## config.mk

```make
export PLATFORM = sky130hd
export DESIGN_NAME = unsigned_integer_text_formatter_flat
export DESIGN_NICKNAME = d
export VERILOG_FILES = /design/src/uitf_pkg.sv /design/src/uitf_in_if.sv /design/src/uitf_out_if.sv /design/src/uitf_conv.sv /design/src/uitf_emit.sv /design/src/unsigned_integer_text_formatter.sv /design/src/flat_wrapper.sv
export SDC_FILE = /design/constraint.sdc
export NUM_CORES = 1
export LEC_CHECK = 0
export ABC_AREA = 0
export BUFFER_PORTS_ARGS = -buffer_cell sky130_fd_sc_hd__buf_4
export CAP_MARGIN = 0
export CORE_ASPECT_RATIO = 1.4
export CORE_MARGIN = 2
export CORE_UTILIZATION = 35
export DETAILED_ROUTE_END_ITERATION = 10
export GPL_TIMING_DRIVEN = 0
export PLACE_DENSITY = 0.62
export SKIP_LAST_GASP = 1
export SYNTH_ARGS = -nofsm -noshare
export SYNTH_HDL_FRONTEND = slang
export SYNTH_SLANG_ARGS = --single-unit
```

## constraint.sdc

```tcl
create_clock -name i_clk -period 6.95 [get_ports i_clk]
set_clock_uncertainty 0.15 [all_clocks]
set_input_delay 0.3475 -clock i_clk [delete_from_list [all_inputs] [get_ports i_clk]]
set_output_delay 0.3475 -clock i_clk [all_outputs]
set_load 0.03 [all_outputs]
```

## src/uitf_pkg.sv

```systemverilog
// ----------------------------------------------------------------------------
// uitf_pkg
// Shared widths, character codes, state types and control structs of the
// unsigned integer text formatter.
// ----------------------------------------------------------------------------
package uitf_pkg;

    // field widths of the channel payloads
    localparam int VALUE_W = 64;
    localparam int RADIX_W = 2;
    localparam int PREC_W  = 6;
    localparam int WIDTH_W = 7;
    localparam int CHAR_W  = 7;
    localparam int COUNT_W = 7;

    // default cap on the field length
    localparam int MAX_FIELD_DEF = 64;

    // digit register: twenty four-bit digits covers any 64-bit decimal value
    localparam int DIGIT_SLOTS = 20;
    localparam int DIGIT_W     = 4;
    localparam int TOTAL_W     = $clog2(DIGIT_SLOTS + 1);
    localparam int STORE_W     = DIGIT_SLOTS * DIGIT_W;
    localparam int STEP_W      = $clog2(VALUE_W);

    // radix codes
    localparam logic [RADIX_W-1:0] RADIX_DEC    = 2'd0;
    localparam logic [RADIX_W-1:0] RADIX_HEX_LO = 2'd1;
    localparam logic [RADIX_W-1:0] RADIX_HEX_UP = 2'd2;
    localparam logic [RADIX_W-1:0] RADIX_HEX_AL = 2'd3;

    // ascii codes
    localparam logic [CHAR_W-1:0] CH_SPACE = 7'h20;
    localparam logic [CHAR_W-1:0] CH_ZERO  = 7'h30;
    localparam logic [CHAR_W-1:0] CH_A_UP  = 7'h41;
    localparam logic [CHAR_W-1:0] CH_X_UP  = 7'h58;
    localparam logic [CHAR_W-1:0] CH_A_LO  = 7'h61;
    localparam logic [CHAR_W-1:0] CH_X_LO  = 7'h78;

    // converter states
    typedef enum logic [1:0] {
        CS_IDLE,
        CS_DABBLE,
        CS_NORM,
        CS_DONE
    } t_conv_state;

    // sequencer states
    typedef enum logic [2:0] {
        ES_IDLE,
        ES_CONV,
        ES_PLAN,
        ES_LEAD,
        ES_PREFIX,
        ES_ZERO,
        ES_DIGIT,
        ES_TRAIL
    } t_emit_state;

    // sequencer to converter
    typedef struct packed {
        logic start;
        logic hex;
        logic suppress;
        logic shift;
    } t_conv_ctl;

    // converter to sequencer
    typedef struct packed {
        logic               done;
        logic [TOTAL_W-1:0] total;
        logic [DIGIT_W-1:0] digit;
    } t_conv_sts;

    // one digit to its ascii character
    function automatic logic [CHAR_W-1:0] digit_char(input logic [DIGIT_W-1:0] d,
                                                     input logic upper);
        logic [CHAR_W-1:0] base;
        base = upper ? CH_A_UP : CH_A_LO;
        if (d < DIGIT_W'(10)) begin
            digit_char = CH_ZERO + CHAR_W'(d);
        end else begin
            digit_char = base + CHAR_W'(d) - CHAR_W'(10);
        end
    endfunction

endpackage

```

## src/uitf_in_if.sv

```systemverilog
// ----------------------------------------------------------------------------
// uitf_in_if
// Input channel: one value with its format fields per transaction.
// ----------------------------------------------------------------------------
interface uitf_in_if;
    import uitf_pkg::*;

    logic                 valid;
    logic                 ready;
    logic [VALUE_W-1:0]   value;
    logic [RADIX_W-1:0]   radix_select;
    logic                 alternate_form;
    logic                 align_left;
    logic                 pad_with_zeros;
    logic                 precision_given;
    logic [PREC_W-1:0]    min_digits;
    logic [WIDTH_W-1:0]   field_width;

    modport source (
        output valid, value, radix_select, alternate_form, align_left,
               pad_with_zeros, precision_given, min_digits, field_width,
        input  ready
    );

    modport sink (
        input  valid, value, radix_select, alternate_form, align_left,
               pad_with_zeros, precision_given, min_digits, field_width,
        output ready
    );
endinterface

```

## src/uitf_out_if.sv

```systemverilog
// ----------------------------------------------------------------------------
// uitf_out_if
// Output channel: one character of the formatted field per transaction.
// ----------------------------------------------------------------------------
interface uitf_out_if;
    import uitf_pkg::*;

    logic                 valid;
    logic                 ready;
    logic [CHAR_W-1:0]    out_char;
    logic                 last_char;
    logic [COUNT_W-1:0]   char_count;

    modport source (
        output valid, out_char, last_char, char_count,
        input  ready
    );

    modport sink (
        input  valid, out_char, last_char, char_count,
        output ready
    );
endinterface

```

## src/uitf_conv.sv

```systemverilog
// ----------------------------------------------------------------------------
// uitf_conv
// Digit converter: shift-and-add-three binary to decimal, one bit per cycle,
// or a direct nibble load for hex, then a leading-zero strip one digit per
// cycle. Digits leave most significant first through a four-bit shift.
// ----------------------------------------------------------------------------
module uitf_conv (
    input  logic                         i_clk,
    input  logic                         i_rst_n,
    input  uitf_pkg::t_conv_ctl          i_ctl,
    input  logic [uitf_pkg::VALUE_W-1:0] i_value,
    output uitf_pkg::t_conv_sts          o_sts
);
    import uitf_pkg::*;

    t_conv_state        r_state,    n_state;
    logic [VALUE_W-1:0] r_bin,      n_bin;
    logic [STORE_W-1:0] r_store,    n_store;
    logic [STEP_W-1:0]  r_step,     n_step;
    logic [TOTAL_W-1:0] r_rem,      n_rem;
    logic               r_suppress, n_suppress;
    logic [STORE_W-1:0] w_adj;

    // add three to every digit of five or more before the shift
    always_comb begin
        for (int k = 0; k < DIGIT_SLOTS; k++) begin
            w_adj[k*DIGIT_W +: DIGIT_W] =
                (r_store[k*DIGIT_W +: DIGIT_W] >= DIGIT_W'(5)) ?
                r_store[k*DIGIT_W +: DIGIT_W] + DIGIT_W'(3) :
                r_store[k*DIGIT_W +: DIGIT_W];
        end
    end

    // next state and datapath
    always_comb begin
        n_state    = r_state;
        n_bin      = r_bin;
        n_store    = r_store;
        n_step     = r_step;
        n_rem      = r_rem;
        n_suppress = r_suppress;
        unique case (r_state)
            CS_IDLE, CS_DONE: begin
                if (i_ctl.start) begin
                    n_suppress = i_ctl.suppress;
                    n_rem      = TOTAL_W'(DIGIT_SLOTS);
                    n_step     = '0;
                    if (i_ctl.hex) begin
                        n_store = STORE_W'(i_value);
                        n_state = CS_NORM;
                    end else begin
                        n_bin   = i_value;
                        n_store = '0;
                        n_state = CS_DABBLE;
                    end
                end else if (i_ctl.shift) begin
                    n_store = {r_store[STORE_W-DIGIT_W-1:0], {DIGIT_W{1'b0}}};
                end
            end
            CS_DABBLE: begin
                n_store = {w_adj[STORE_W-2:0], r_bin[VALUE_W-1]};
                n_bin   = {r_bin[VALUE_W-2:0], 1'b0};
                n_step  = r_step + STEP_W'(1);
                if (r_step == STEP_W'(VALUE_W - 1)) begin
                    n_state = CS_NORM;
                end
            end
            CS_NORM: begin
                // strip leading zeros, keep at least one digit
                if (r_store[STORE_W-1 -: DIGIT_W] == '0 && r_rem > TOTAL_W'(1)) begin
                    n_store = {r_store[STORE_W-DIGIT_W-1:0], {DIGIT_W{1'b0}}};
                    n_rem   = r_rem - TOTAL_W'(1);
                end else begin
                    n_state = CS_DONE;
                end
            end
        endcase
    end

    // state register
    always_ff @(posedge i_clk) begin
        if (!i_rst_n) begin
            r_state <= CS_IDLE;
        end else begin
            r_state <= n_state;
        end
    end

    // datapath registers
    always_ff @(posedge i_clk) begin
        r_bin      <= n_bin;
        r_store    <= n_store;
        r_step     <= n_step;
        r_rem      <= n_rem;
        r_suppress <= n_suppress;
    end

    // status to the sequencer
    assign o_sts.done  = (r_state == CS_DONE);
    assign o_sts.total = r_suppress ? '0 : r_rem;
    assign o_sts.digit = r_store[STORE_W-1 -: DIGIT_W];

endmodule

```

## src/uitf_emit.sv

```systemverilog
// ----------------------------------------------------------------------------
// uitf_emit
// Field sequencer: takes the input transaction, plans the padding runs and
// sends leading spaces, prefix, zeros, digits and trailing spaces one
// character per cycle into the output register while its slot is free.
// ----------------------------------------------------------------------------
module uitf_emit #(
    parameter int MAX_FIELD = uitf_pkg::MAX_FIELD_DEF
) (
    input  logic                i_clk,
    input  logic                i_rst_n,
    uitf_in_if.sink             i_in,
    uitf_out_if.source          o_out,
    input  uitf_pkg::t_conv_sts i_conv,
    output uitf_pkg::t_conv_ctl o_conv
);
    import uitf_pkg::*;

    localparam int CW = $clog2(MAX_FIELD + 1);
    localparam logic [WIDTH_W-1:0] PREC_CAP  = WIDTH_W'(MAX_FIELD - 2);
    localparam logic [WIDTH_W-1:0] WIDTH_CAP = WIDTH_W'(MAX_FIELD);

    t_emit_state       r_state,   n_state;
    logic [CW-1:0]     r_run,     n_run;
    logic [CW-1:0]     r_zero,    n_zero;
    logic [CW-1:0]     r_trail,   n_trail;
    logic [CW-1:0]     r_total,   n_total;
    logic [CW-1:0]     r_emitted, n_emitted;
    logic              r_prefix,  n_prefix;
    logic              r_o_valid, n_o_valid;
    logic [CHAR_W-1:0] r_o_char,  n_o_char;
    logic              r_o_last,  n_o_last;
    logic [CW-1:0]     r_o_count, n_o_count;

    // format of the current transaction
    logic              r_hex, r_upper, r_alt, r_left, r_zpad, r_pg, r_nonzero;
    logic [CW-1:0]     r_prec, r_width;

    logic              w_acc;
    logic [WIDTH_W-1:0] w_prec_cap, w_width_cap;
    logic [CW-1:0]     w_dt, w_shown, w_body, w_pad;
    logic              w_pfx, w_in_run, w_emit, w_last;
    logic [CHAR_W-1:0] w_char;

    assign w_acc      = i_in.valid && i_in.ready;
    assign i_in.ready = (r_state == ES_IDLE);

    // caps on precision and width
    assign w_prec_cap  = ({1'b0, i_in.min_digits} > PREC_CAP) ? PREC_CAP
                                                               : {1'b0, i_in.min_digits};
    assign w_width_cap = (i_in.field_width > WIDTH_CAP) ? WIDTH_CAP : i_in.field_width;

    // converter control
    assign o_conv.start    = w_acc;
    assign o_conv.hex      = (i_in.radix_select != RADIX_DEC);
    assign o_conv.suppress = i_in.precision_given && (i_in.min_digits == '0) &&
                             (i_in.value == '0);
    assign o_conv.shift    = w_emit && (r_state == ES_DIGIT);

    // field plan: digits shown, body and width padding
    assign w_dt    = CW'(i_conv.total);
    assign w_pfx   = r_hex && r_alt && r_nonzero;
    assign w_shown = (r_pg && r_prec > w_dt) ? r_prec : w_dt;
    assign w_body  = w_shown + (w_pfx ? CW'(2) : CW'(0));
    assign w_pad   = (r_width > w_body) ? r_width - w_body : '0;

    // a character leaves whenever a run is open and the output slot is free
    assign w_in_run = (r_state == ES_LEAD) || (r_state == ES_PREFIX) ||
                      (r_state == ES_ZERO) || (r_state == ES_DIGIT) ||
                      (r_state == ES_TRAIL);
    assign w_emit   = w_in_run && (r_run != '0) && (!r_o_valid || o_out.ready);
    assign w_last   = (CW'(r_emitted + CW'(1)) == r_total);

    // next state, run counters and output register
    always_comb begin
        n_state   = r_state;
        n_run     = r_run;
        n_zero    = r_zero;
        n_trail   = r_trail;
        n_total   = r_total;
        n_emitted = r_emitted;
        n_prefix  = r_prefix;
        n_o_valid = r_o_valid;
        n_o_char  = r_o_char;
        n_o_last  = r_o_last;
        n_o_count = r_o_count;
        w_char    = CH_SPACE;
        unique case (r_state)
            ES_IDLE: begin
                if (w_acc) begin
                    n_state = ES_CONV;
                end
            end
            ES_CONV: begin
                if (i_conv.done) begin
                    n_state = ES_PLAN;
                end
            end
            ES_PLAN: begin
                n_run     = (!r_left && (!r_zpad || r_pg)) ? w_pad : '0;
                n_zero    = ((!r_left && r_zpad && !r_pg) ? w_pad : '0) +
                            (w_shown - w_dt);
                n_trail   = r_left ? w_pad : '0;
                n_total   = w_pad + w_body;
                n_prefix  = w_pfx;
                n_emitted = '0;
                n_state   = ES_LEAD;
            end
            ES_LEAD: begin
                if (r_run == '0) begin
                    n_run   = r_prefix ? CW'(2) : '0;
                    n_state = ES_PREFIX;
                end
            end
            ES_PREFIX: begin
                w_char = (r_run == CW'(2)) ? CH_ZERO : (r_upper ? CH_X_UP : CH_X_LO);
                if (r_run == '0) begin
                    n_run   = r_zero;
                    n_state = ES_ZERO;
                end
            end
            ES_ZERO: begin
                w_char = CH_ZERO;
                if (r_run == '0) begin
                    n_run   = w_dt;
                    n_state = ES_DIGIT;
                end
            end
            ES_DIGIT: begin
                w_char = digit_char(i_conv.digit, r_upper);
                if (r_run == '0) begin
                    n_run   = r_trail;
                    n_state = ES_TRAIL;
                end
            end
            ES_TRAIL: begin
                if (r_run == '0) begin
                    n_state = ES_IDLE;
                end
            end
        endcase

        // output register
        if (w_emit) begin
            n_run     = r_run - CW'(1);
            n_emitted = r_emitted + CW'(1);
            n_o_valid = 1'b1;
            n_o_char  = w_char;
            n_o_last  = w_last;
            n_o_count = w_last ? r_total : '0;
        end else if (o_out.ready) begin
            n_o_valid = 1'b0;
        end
    end

    // control registers
    always_ff @(posedge i_clk) begin
        if (!i_rst_n) begin
            r_state   <= ES_IDLE;
            r_o_valid <= 1'b0;
        end else begin
            r_state   <= n_state;
            r_o_valid <= n_o_valid;
        end
    end

    // payload and counter registers
    always_ff @(posedge i_clk) begin
        r_run     <= n_run;
        r_zero    <= n_zero;
        r_trail   <= n_trail;
        r_total   <= n_total;
        r_emitted <= n_emitted;
        r_prefix  <= n_prefix;
        r_o_char  <= n_o_char;
        r_o_last  <= n_o_last;
        r_o_count <= n_o_count;
    end

    // capture the format on an input transaction
    always_ff @(posedge i_clk) begin
        if (w_acc) begin
            r_hex     <= (i_in.radix_select != RADIX_DEC);
            r_upper   <= (i_in.radix_select inside {RADIX_HEX_UP, RADIX_HEX_AL});
            r_alt     <= i_in.alternate_form;
            r_left    <= i_in.align_left;
            r_zpad    <= i_in.pad_with_zeros;
            r_pg      <= i_in.precision_given;
            r_nonzero <= (i_in.value != '0);
            r_prec    <= CW'(w_prec_cap);
            r_width   <= CW'(w_width_cap);
        end
    end

    assign o_out.valid      = r_o_valid;
    assign o_out.out_char   = r_o_char;
    assign o_out.last_char  = r_o_last;
    assign o_out.char_count = COUNT_W'(r_o_count);

endmodule

```

## src/unsigned_integer_text_formatter.sv

```systemverilog
// ----------------------------------------------------------------------------
// unsigned_integer_text_formatter
// printf-style %u / %x / %X formatter: one 64-bit value in, its ASCII field
// out one character per transaction.
// ----------------------------------------------------------------------------
// Usage
//   i_in  : one value with radix, alternate form, left alignment, zero flag,
//           precision and field width per transaction; ready is high only
//           while no value is being worked on.
//   o_out : one character per transaction, last_char on the final one,
//           char_count carrying the field length on that final character.
//   A value with zero precision, value zero and width zero gives no output.
// Operation
//   Decimal: shift-and-add-three over every bit of the value, then the
//   leading zeros are stripped one by one. Hex: the nibbles load at once,
//   then the same strip, which always drops at least four zeros. The field
//   is then planned and sent one character per cycle while the output slot
//   is free, in five runs (spaces, prefix, zeros, digits, spaces).
// Reset and stalls
//   Synchronous reset empties the output register and returns to idle.
//   While o_out.ready is low the character holds in the output register and
//   the sequencer waits; ready returns after the last character of the field
//   has entered the output register and the sequencer has left its last run.
// ----------------------------------------------------------------------------
module unsigned_integer_text_formatter #(
    parameter int MAX_FIELD = uitf_pkg::MAX_FIELD_DEF
) (
    input  logic       i_clk,
    input  logic       i_rst_n,
    uitf_in_if.sink    i_in,
    uitf_out_if.source o_out
);
    import uitf_pkg::*;

    t_conv_ctl w_ctl;
    t_conv_sts w_sts;

    // digit converter
    uitf_conv u_conv (
        .i_clk   (i_clk),
        .i_rst_n (i_rst_n),
        .i_ctl   (w_ctl),
        .i_value (i_in.value),
        .o_sts   (w_sts)
    );

    // field sequencer and output register
    uitf_emit #(
        .MAX_FIELD (MAX_FIELD)
    ) u_emit (
        .i_clk   (i_clk),
        .i_rst_n (i_rst_n),
        .i_in    (i_in),
        .o_out   (o_out),
        .i_conv  (w_sts),
        .o_conv  (w_ctl)
    );

    // digits only leave a finished conversion
    a_shift_done: assert property (@(posedge i_clk) disable iff (!i_rst_n)
        w_ctl.shift |-> w_sts.done)
        else $error("digit shift before conversion finished");

    // one value at a time
    a_busy_after_accept: assert property (@(posedge i_clk) disable iff (!i_rst_n)
        (i_in.valid && i_in.ready) |=> !i_in.ready)
        else $error("input taken while a value is in progress");

    // field length only on the final character, and within the cap
    a_count_last: assert property (@(posedge i_clk) disable iff (!i_rst_n)
        (o_out.valid && o_out.last_char) |->
        (o_out.char_count != '0 && o_out.char_count <= COUNT_W'(MAX_FIELD)))
        else $error("bad field length on final character");

    a_count_zero: assert property (@(posedge i_clk) disable iff (!i_rst_n)
        (o_out.valid && !o_out.last_char) |-> (o_out.char_count == '0))
        else $error("field length on a non-final character");

endmodule
```

## src/flat_wrapper.sv

```systemverilog
// flat-port wrapper written by rule: the top's interface ports become plain ports
module unsigned_integer_text_formatter_flat import uitf_pkg::*;
#(
    parameter int MAX_FIELD = uitf_pkg::MAX_FIELD_DEF
)
  (i_clk, i_rst_n, i_in_valid, i_in_value, i_in_radix_select, i_in_alternate_form, i_in_align_left, i_in_pad_with_zeros, i_in_precision_given, i_in_min_digits, i_in_field_width, i_in_ready, o_out_valid, o_out_out_char, o_out_last_char, o_out_char_count, o_out_ready);
  uitf_in_if i_in_i ();
  uitf_out_if o_out_i ();
  input  logic i_clk;
  input  logic i_rst_n;
  input wire logic [$bits(i_in_i.valid)-1:0] i_in_valid;
  input wire logic [$bits(i_in_i.value)-1:0] i_in_value;
  input wire logic [$bits(i_in_i.radix_select)-1:0] i_in_radix_select;
  input wire logic [$bits(i_in_i.alternate_form)-1:0] i_in_alternate_form;
  input wire logic [$bits(i_in_i.align_left)-1:0] i_in_align_left;
  input wire logic [$bits(i_in_i.pad_with_zeros)-1:0] i_in_pad_with_zeros;
  input wire logic [$bits(i_in_i.precision_given)-1:0] i_in_precision_given;
  input wire logic [$bits(i_in_i.min_digits)-1:0] i_in_min_digits;
  input wire logic [$bits(i_in_i.field_width)-1:0] i_in_field_width;
  output wire logic [$bits(i_in_i.ready)-1:0] i_in_ready;
  output wire logic [$bits(o_out_i.valid)-1:0] o_out_valid;
  output wire logic [$bits(o_out_i.out_char)-1:0] o_out_out_char;
  output wire logic [$bits(o_out_i.last_char)-1:0] o_out_last_char;
  output wire logic [$bits(o_out_i.char_count)-1:0] o_out_char_count;
  input wire logic [$bits(o_out_i.ready)-1:0] o_out_ready;
  assign i_in_i.valid = i_in_valid;
  assign i_in_i.value = i_in_value;
  assign i_in_i.radix_select = i_in_radix_select;
  assign i_in_i.alternate_form = i_in_alternate_form;
  assign i_in_i.align_left = i_in_align_left;
  assign i_in_i.pad_with_zeros = i_in_pad_with_zeros;
  assign i_in_i.precision_given = i_in_precision_given;
  assign i_in_i.min_digits = i_in_min_digits;
  assign i_in_i.field_width = i_in_field_width;
  assign i_in_ready = i_in_i.ready;
  assign o_out_valid = o_out_i.valid;
  assign o_out_out_char = o_out_i.out_char;
  assign o_out_last_char = o_out_i.last_char;
  assign o_out_char_count = o_out_i.char_count;
  assign o_out_i.ready = o_out_ready;
  unsigned_integer_text_formatter #(.MAX_FIELD(MAX_FIELD)) u_core (.i_clk(i_clk), .i_rst_n(i_rst_n), .i_in(i_in_i), .o_out(o_out_i));
endmodule
```

# Yosys cells after proc, flatten, opt, wreduce, memory -nomap -nowiden
# Index checks and enable logic that the tools add are counted.
# word_totals
in_bits,87
wordCells,232
register_bits,234
out_inout_bits,17
# op_classes
addsub,32
muxes,68
magnitude_cmp,26
n_eq_ne,32
reduce_logical,47
# ops
cell,n
$mux 80,3
$pmux 80 s3,1
$mux 64,3
$pmux 64 s2,1
$mux 7,13
$ge 4x3->1 const B,20
$add 4x2->4 const B,19
$mux 4,19
$logic_not 64->1,1
$reduce_bool 64->1,1
$pmux 7 s5,1
$mux 3,8
$pmux 3 s8,1
$pmux 7 s3,1
$mux 6,3
$mux 5,3
$add 7x7->7,2
$ne 2x1->1 const B,7
$logic_and 1x1->1,13
$eq 3x3->1 const B,4
$mux 2,6
$ne 3x2->1 const B,4
$pmux 6 s2,1
$reduce_bool 2->1,6
43 further kinds,64

# Longest topological paths before layout
# Gate-level depths: netlist of the first run.
# logic_depth
depth_word,11
depth_mapped,31
depth_no_buf,29

# Modules after synthesis
# A second synthesis of the first run with hierarchy kept.
# hier_totals
cells_unflattened,1229
hier_area_um2,13889.6
# modules_own_cells
mod,area_each_um2,cells_each,instances,seq_area_each_um2
uitf_conv,8898.5,745,1,4724.5
uitf_emit,4991.0,484,1,2212.1

# Least setup slack after synthesis of the first run
# Ideal clock, no wire load.
# synth_timing
path_type,reg-to-reg
start,register u_core.u_emit.r_state[0]
end,register u_core.u_conv.r_bin[0] (enable)
stages_incl_launch_ff,5
n_path_buf,1
required_ps,6226
setup_time_ps,574
slack_ps,146
synth_period_minus_slack_ps,6804
arrival_ps,6079
path_cell_list,dfxtp_1 buf_6 nor4b_4 nand2_2 o21ai_0
# synth_rtl
element,line_no,rtl
"start, declared",uitf_emit.sv:23,"t_emit_state r_state, n_state;"
"start signal, assigned",uitf_emit.sv:162,r_state <= n_state;
"end signal, assigned",uitf_conv.sv:91,r_bin <= n_bin;
"end, declared",uitf_conv.sv:17,"logic [VALUE_W-1:0] r_bin, n_bin;"

# Worst setup path after layout of the first run
# layout_timing
start,register u_core.u_conv.r_suppress
end,register u_core.u_emit.r_zero[6] (data pin)
# layout_between
elab_chain_len,9
elab_cells_between_ends,11
classes_between,4 x add/sub; 2 x order compare; 4 x mux; 1 x reduce/logical
# layout_lines
element,line_no,rtl
"start, declared",uitf_conv.sv:21,"logic r_suppress, n_suppress;"
"start signal, assigned",uitf_conv.sv:95,r_suppress <= n_suppress;
$mux 5 (*),uitf_conv.sv:100,assign o_sts.total = r_suppress ? '0 : r_rem;
$gt 7x5->1,uitf_emit.sv:63,assign w_shown = (r_pg && r_prec > w_dt) ? r_prec : w_dt;
$logic_and 1x1->1,uitf_emit.sv:63,
$mux 7 (*),uitf_emit.sv:63,
$add 7x2->7 (*),uitf_emit.sv:64,assign w_body = w_shown + (w_pfx ? CW'(2) : CW'(0));
$sub 7x7->7 / $gt 7x7->1 (equally long branches),uitf_emit.sv:65,assign w_pad = (r_width > w_body) ? r_width - w_body : '0;
$mux 7 (*),uitf_emit.sv:65,
via u_core.u_emit.w_pad[1],uitf_emit.sv:41,"logic [CW-1:0] w_dt, w_shown, w_body, w_pad;"
$mux 7 (*),uitf_emit.sv:101,n_zero = ((!r_left && r_zpad && !r_pg) ? w_pad : '0) +
$add 7x7->7 (*),uitf_emit.sv:101,
"end signal, assigned",uitf_emit.sv:170,r_zero <= n_zero;
"end, declared",uitf_emit.sv:25,"logic [CW-1:0] r_zero, n_zero;"
# Mark *: on every way through the listed nets, which the timed path passes. The rest lies on a longest branch.
# A chain may end at the register's enable or synchronous reset.

==> flow_summary.ini, run 1 <==
[run_status]
status = complete, no violations

[floorplanning]
die_area_um2 = 41300
die_w_um = 172
rows = 86
start_util_pct = 35.3
ios = 104
design.core.area_um2 = 39300
die_height_um = 240

[synth]
ys.warnings.count = 0
syn-num-nets = 1396
synth_xor_area_share_pct = 4.16
synth_ff_type = edfxtp_1
synthSimpleGateAreaFrac_pct = 12.6
synthMuxAreaShare_pct = 6.01
ys_types = 75
synth_compound_gate_area_share_pct = 15.2
synth_area_leaders = edfxtp_1 49%, ha_1 7.1%, mux2_2 5.4%, a21oi_1 3.4%, o21ai_0 3.2%
yosysMostFrequentCell = edfxtp_1
synth_top_family_by_area = compound AO/OA/AOI/OAI gates
syn_avg_cell_area_um2 = 11.3
synthAdderAreaFrac_pct = 8.13
synth-seq-area-share_pct = 50.0
synth_top_area_cell = edfxtp_1
synth-edff-count = 227
ys_seq_elements = 233
syn_area_um2 = 13900
async_flop_share_pct = 0
synth_top_area_share_pct = 49.1
syn_inst = 1223
synth_common_cells = 227 x edfxtp_1, 94 x a21oi_1, 90 x o21ai_0, 79 x ha_1, 76 x inv_1

[final_layout]
final_nets = 1616
layout-drive-gt1-share_pct = 20.3
diodes = 0
syn_to_final_growth_pct = 23.9

[min_path]
hp-class = in -> reg
hold_start = i_in_value[58]
min_to = u_core.u_conv.r_bin[58]
hold_depth = 2

[worst_setup_path]
rrSetupSlack_ns = 0.35
slowest_delay_ns = 0.53
r2r_end = u_core.u_emit.r_zero[6]
critPathBufInv = 5
cp_top_family = adder cells
start_kind = flip-flop
timing.rr.start = u_core.u_conv.r_suppress
crit_slowest_cell = edfxtp_1
cp-end-kind = flip-flop
crit_required_ns = 7.09
critPathMaxFanout = 9
cpMostUsedCell = inv_1
cp.arrival_ns = 6.74
rr_worst_depth = 30
crit_type = reg -> reg

[detailed_routing]
vias_per_cell = 5.28
detail_route.wl_per_cell_um = 18.7
drc = 0
vias = 10492
initialDrtViolationCount = 621
drt_pass1_iterations = 4
drtAntennaViolNets = 0
drt_wl_total_um = 37100

[timing]
worstMarginPinSlew_ns = 1.12
rsz0062_at_grt = false
hold_viol = 0
maxSlewHeadroom_pct = 25.4
min_period_ns = 6.60
max_clock_freq_ghz = 0.152
finalCritPeriodShare_pct = 95.0
setup_ws_ns = 0.350
setup_violations = 0
report.final.slew_viol_count = 0

[clocking]
clk_latency_ns = 0.55
cts-root-buf = clkbuf_16
cts-htree-levels = 1
cts_tree = built
cts.sinks = 233
cts_buffers = 26
path_clk_slew_ns = 0.06
cts.path.max_buffers = 3

[global_route]
grt_usage_pct = 18.1
grt_pass1_wl_um = 57800
grt_max_degree = 31
grt-ovfl-total = 0
grt_pass1_vias = 10845
antenna_found_initial = 0

[placed_design]
routabilityCongestion = 0.861
pre_cts_slack_ns = -0.568
port_buffers = 103
dp_hpwl_um = 26800

[power]
power_leakage_nw = 6.38
peakVddDrop_mv = 0.263
power_density_nw_per_um2 = 433
fin_total_pwr_mw = 7.44

[job]
maxCapViolations = 0
power breakdown:
part / internal, mW / switching, mW
logic: 1.45 / 1.96
clock network: 0.776 / 0.587
registers: 2.27 / 0.390
kinds of logic after synthesis:
logic type	after synthesis
xor gates and xnor gates	61
adders and majority gates	86
DFF	233
muxes	75
buffers and inverters	126
and+or+nand+nor	310
AOI/OAI and AO/OA	332
per-stage QoR:
| step | setup TNS, ns | instances | hold slack [ns] | utilization [%] | area, um2 |
|---|---|---|---|---|---|
| 6_report | 0 | 1989 | 0.0248 | 43.8 | 17200 |
| 5_1_grt | 0 | 1989 | 0.00752 | 43.8 | 17200 |
| 4_1_cts | 0 | 1988 | 0.000783 | 43.7 | 17200 |
| 3_5_place_dp | -0.995 | 1861 | 0.365 | 39.4 | 15500 |
| 3_3_place_gp | -246.88 | 1854 | 0.340 | 39.0 | 15300 |
| 2_1_floorplan | 0 | 1223 | 0.296 | - | 13900 |
repair_timing:
item                                    CTS  global route
resized for setup                        15             9
endpoints found under the setup margin    3             2
hold buffers                             77             0
setup buffers                             4             1
hold endpoints to repair                123             0
pin swaps                                 1             7
worst reg2reg max path, delay by kind of cell (launching register included):
family,cells,cell delay [ns]
buffers and inverters,5,0.62
xor gates and xnor gates,3,0.44
muxes,1,0.22
and+or+nand+nor,7,1.15
DFF,1,0.53
adders and majority gates,6,1.83
AOI/OAI and AO/OA,8,1.44
layer usage:
| metal | track usage, % | wire, um |
|---|---|---|
| met3 | 2.94 | 1950 |
| met5 | 0 | 0 |
| met2 | 34.0 | 19500 |
| met4 | 8.43 | 1730 |
| met1 | 19.7 | 13900 |
state kept, by name (all words and copies together) (netlist names), 2 cells and up:
signal	flops
u_core.u_emit.r_total	7
u_core.u_emit.r_emitted	7
u_core.u_emit.o_out.char_count	7
u_core.u_emit.r_prec	6
u_core.u_conv.r_store	80
u_core.u_emit.r_trail	7
u_core.u_conv.r_state	2
u_core.u_emit.r_run	7
u_core.u_conv.r_rem	5
u_core.u_emit.r_zero	7
u_core.u_conv.r_bin	64
u_core.u_emit.o_out.out_char	7
u_core.u_conv.r_step	6
u_core.u_emit.r_width	7
u_core.u_emit.r_state	3
layout make-up:
cell class | instances | area, um2
fill | 3629 | 22100
inverter | 78 | 293
timing repair buffer | 192 | 1740
buffer | 48 | 255
sequential | 233 | 6940
tap | 528 | 661
multi-input combinational | 864 | 6480
clock buffer | 33 | 687
clock inverter | 13 | 136
layout by cell type, fill, tap and decap left out, types with 8 or more instances in the layout:
cell type and count:
a21oi_1 92, a22oi_1 40, a22oi_2 25, and2_1 17
and3_1 13, buf_2 8, buf_4 115, clkbuf_1 28
clkbuf_16 26, dlygate4sd3_1 77, edfxtp_1 227, ha_1 77
inv_1 75, mux2_2 66, mux2i_1 8, nand2_1 50
nand2b_1 25, nand3_1 21, nor2_1 60, nor2b_1 23
nor3_1 10, nor3b_1 39, nor4_1 17, o21ai_0 87
o21ai_1 29, xnor2_1 45, xor2_1 13
worst max-delay path by stage:
stage,start,end,slack [ns],cells past startpoint
global route,u_core.u_conv.r_suppress,u_core.u_emit.r_zero[6],0.01,30
floorplan,u_core.u_emit.r_state[0],u_core.u_conv.r_bin[0],0.15,4
global placement,u_core.u_emit.r_state[0],u_core.u_conv.r_bin[25],-2.44,4
finish,u_core.u_conv.r_suppress,u_core.u_emit.r_zero[6],0.35,30
CTS,u_core.u_conv.r_suppress,u_core.u_emit.r_zero[6],0.03,30
detailed placement,u_core.u_conv.r_suppress,u_core.u_emit.r_zero[6],-0.57,29
(Power assumes the default switching activity.)
==> inputs of run 2 (changes only) <==
PLACE_DENSITY = not set   (was 0.62)
PLACE_DENSITY_LB_ADDON = 0.05   (was not set)
==> flow_summary.ini, run 2 (synthesized netlist as in run 1, its figures left out) <==
[run_status]
status = complete, no violations

[power]
power_leakage_nw = 6.38
fin_total_pwr_mw = 7.52
power_density_nw_per_um2 = 437
peakVddDrop_mv = 0.217

[placed_design]
routabilityCongestion = 0.802
port_buffers = 103
pre_cts_slack_ns = -0.647
dp_hpwl_um = 29800

[clocking]
cts_tree = built
cts_buffers = 27
cts-htree-levels = 1
cts.path.max_buffers = 3
cts.sinks = 233
path_clk_slew_ns = 0.06
cts-root-buf = clkbuf_16
clk_latency_ns = 0.55

[floorplanning]
design.core.area_um2 = 39300
die_w_um = 172
die_height_um = 240
die_area_um2 = 41300
rows = 86
ios = 104
start_util_pct = 35.3

[global_route]
grt-ovfl-total = 0
grt_pass1_vias = 10698
antenna_found_initial = 1
grt_pass1_wl_um = 62400
grt_max_degree = 27
grt_usage_pct = 20.1

[worst_setup_path]
crit_required_ns = 7.10
r2r_end = u_core.u_emit.r_zero[6]
crit_type = reg -> reg
start_kind = flip-flop
crit_end = u_core.u_emit.r_zero[6]
critPathMaxFanout = 9
cp-end-kind = flip-flop
slowest_delay_ns = 0.48
crit_slowest_cell = fa_2
rrSetupSlack_ns = 0.36
critPathLaunch = u_core.u_conv.r_suppress
timing.rr.start = u_core.u_conv.r_suppress
cp.arrival_ns = 6.73
cpMostUsedCell = buf_4
rr_worst_depth = 31

[final_layout]
layout_common_cells = 227 x edfxtp_1, 120 x buf_4, 92 x a21oi_1, 87 x o21ai_0, 77 x ha_1
largest_reg_flops = 80
top_register = u_core.u_conv.r_store
final_nets = 1620
multiInputGateArea_um2 = 6490
nFillCells = 3776
seq_area_um2 = 6940
reg.largest.list = u_core.u_conv.r_store: 80 flops, u_core.u_conv.r_bin: 64 flops
final_common_cell = edfxtp_1
layout-drive-gt1-share_pct = 20.4
diodes = 0
syn_to_final_growth_pct = 24.0

[detailed_routing]
detail_route.wl_per_cell_um = 20.3
drt_pass1_iterations = 5
initialDrtViolationCount = 497
drt_wl_total_um = 40400
vias = 10296
drc = 0
drtAntennaViolNets = 0
vias_per_cell = 5.16

[timing]
setup_violations = 0
min_period_ns = 6.59
max_clock_freq_ghz = 0.152
worstMarginPinSlew_ns = 1.17
hold_viol = 0
setup_ws_ns = 0.363
report.final.slew_viol_count = 0
maxSlewHeadroom_pct = 21.9
finalCritPeriodShare_pct = 94.8

[job]
maxCapViolations = 0

[min_path]
hp-class = in -> reg
-- run 2: final cells by class --
class | instances | area share, %
Clock buffer | 37 | 4.14
Clock inverter | 12 | 0.756
Timing Repair Buffer | 195 | 10.1
Sequential cell | 233 | 40.3
Buffer | 48 | 1.48
Inverter | 78 | 1.70
Multi-Input combinational cell | 864 | 37.7
Tap cell | 528 | 3.84
-- run 2: critical path, delay by kind of cell, from the launching register on --
family | cells | cell delay, ns
compound gates | 8 | 1.40
xor+xnor | 3 | 0.44
fa+ha+maj | 5 | 1.70
buf+inv | 7 | 0.90
flops | 1 | 0.37
mux | 1 | 0.20
simple gates | 7 | 1.14
-- run 2: how the worst min path moves through the flow --
stage | from | to | slack (ns) | cells after the start
floorplan | i_in_alternate_form | u_core.u_emit.r_alt | 0.30 | 0
global placement | u_core.u_conv.r_state[1] | u_core.u_conv.r_state[1] | 0.35 | 2
detailed placement | u_core.u_conv.r_state[1] | u_core.u_conv.r_state[1] | 0.36 | 2
CTS | i_in_value[24] | u_core.u_conv.r_bin[24] | 0.002 | 2
global route | i_in_value[24] | u_core.u_conv.r_bin[24] | 0.01 | 2
finish | i_in_value[24] | u_core.u_conv.r_bin[24] | 0.03 | 2
-- run 2: routing by layer --
metal	vias up	GRT usage [%]	routed length (um)
met5	-	0	13
met4	2	6.32	1220
met3	70	2.18	1340
met2	198	39.1	22200
met1	5032	22.4	15600
li1	4994	-	-
-- run 2: power breakdown --
part,leakage (nW),internal (mW),switching [mW]
combinational,3.77,1.44,2.02
sequential,2.21,2.27,0.382
clock,0.404,0.824,0.582
total,6.38,4.53,2.98
-- run 2: per-stage QoR --
stage                     std cells  cell area, um2  setup TNS (ns)  util [%]  hold slack, ns
after floorplan                1223           13900               0         -           0.296
after global placement         1854           15300         -352.69      39.0           0.353
after detailed placement       1862           15500           -1.64      39.4           0.360
after CTS                      1991           17100               0      43.7         0.00220
after global routing           1995           17200        -0.00710      43.8          0.0103
final                          1995           17200               0      43.8          0.0292
-- run 2: timing repair --
item / in CTS / in global routing
pin swaps: 2 / 5
setup buffers: 6 / 4
gates resized for setup: 14 / 13
endpoints found under the hold margin: 117 / 0
hold buffers: 74 / 0
endpoints found under the setup margin: 6 / 3
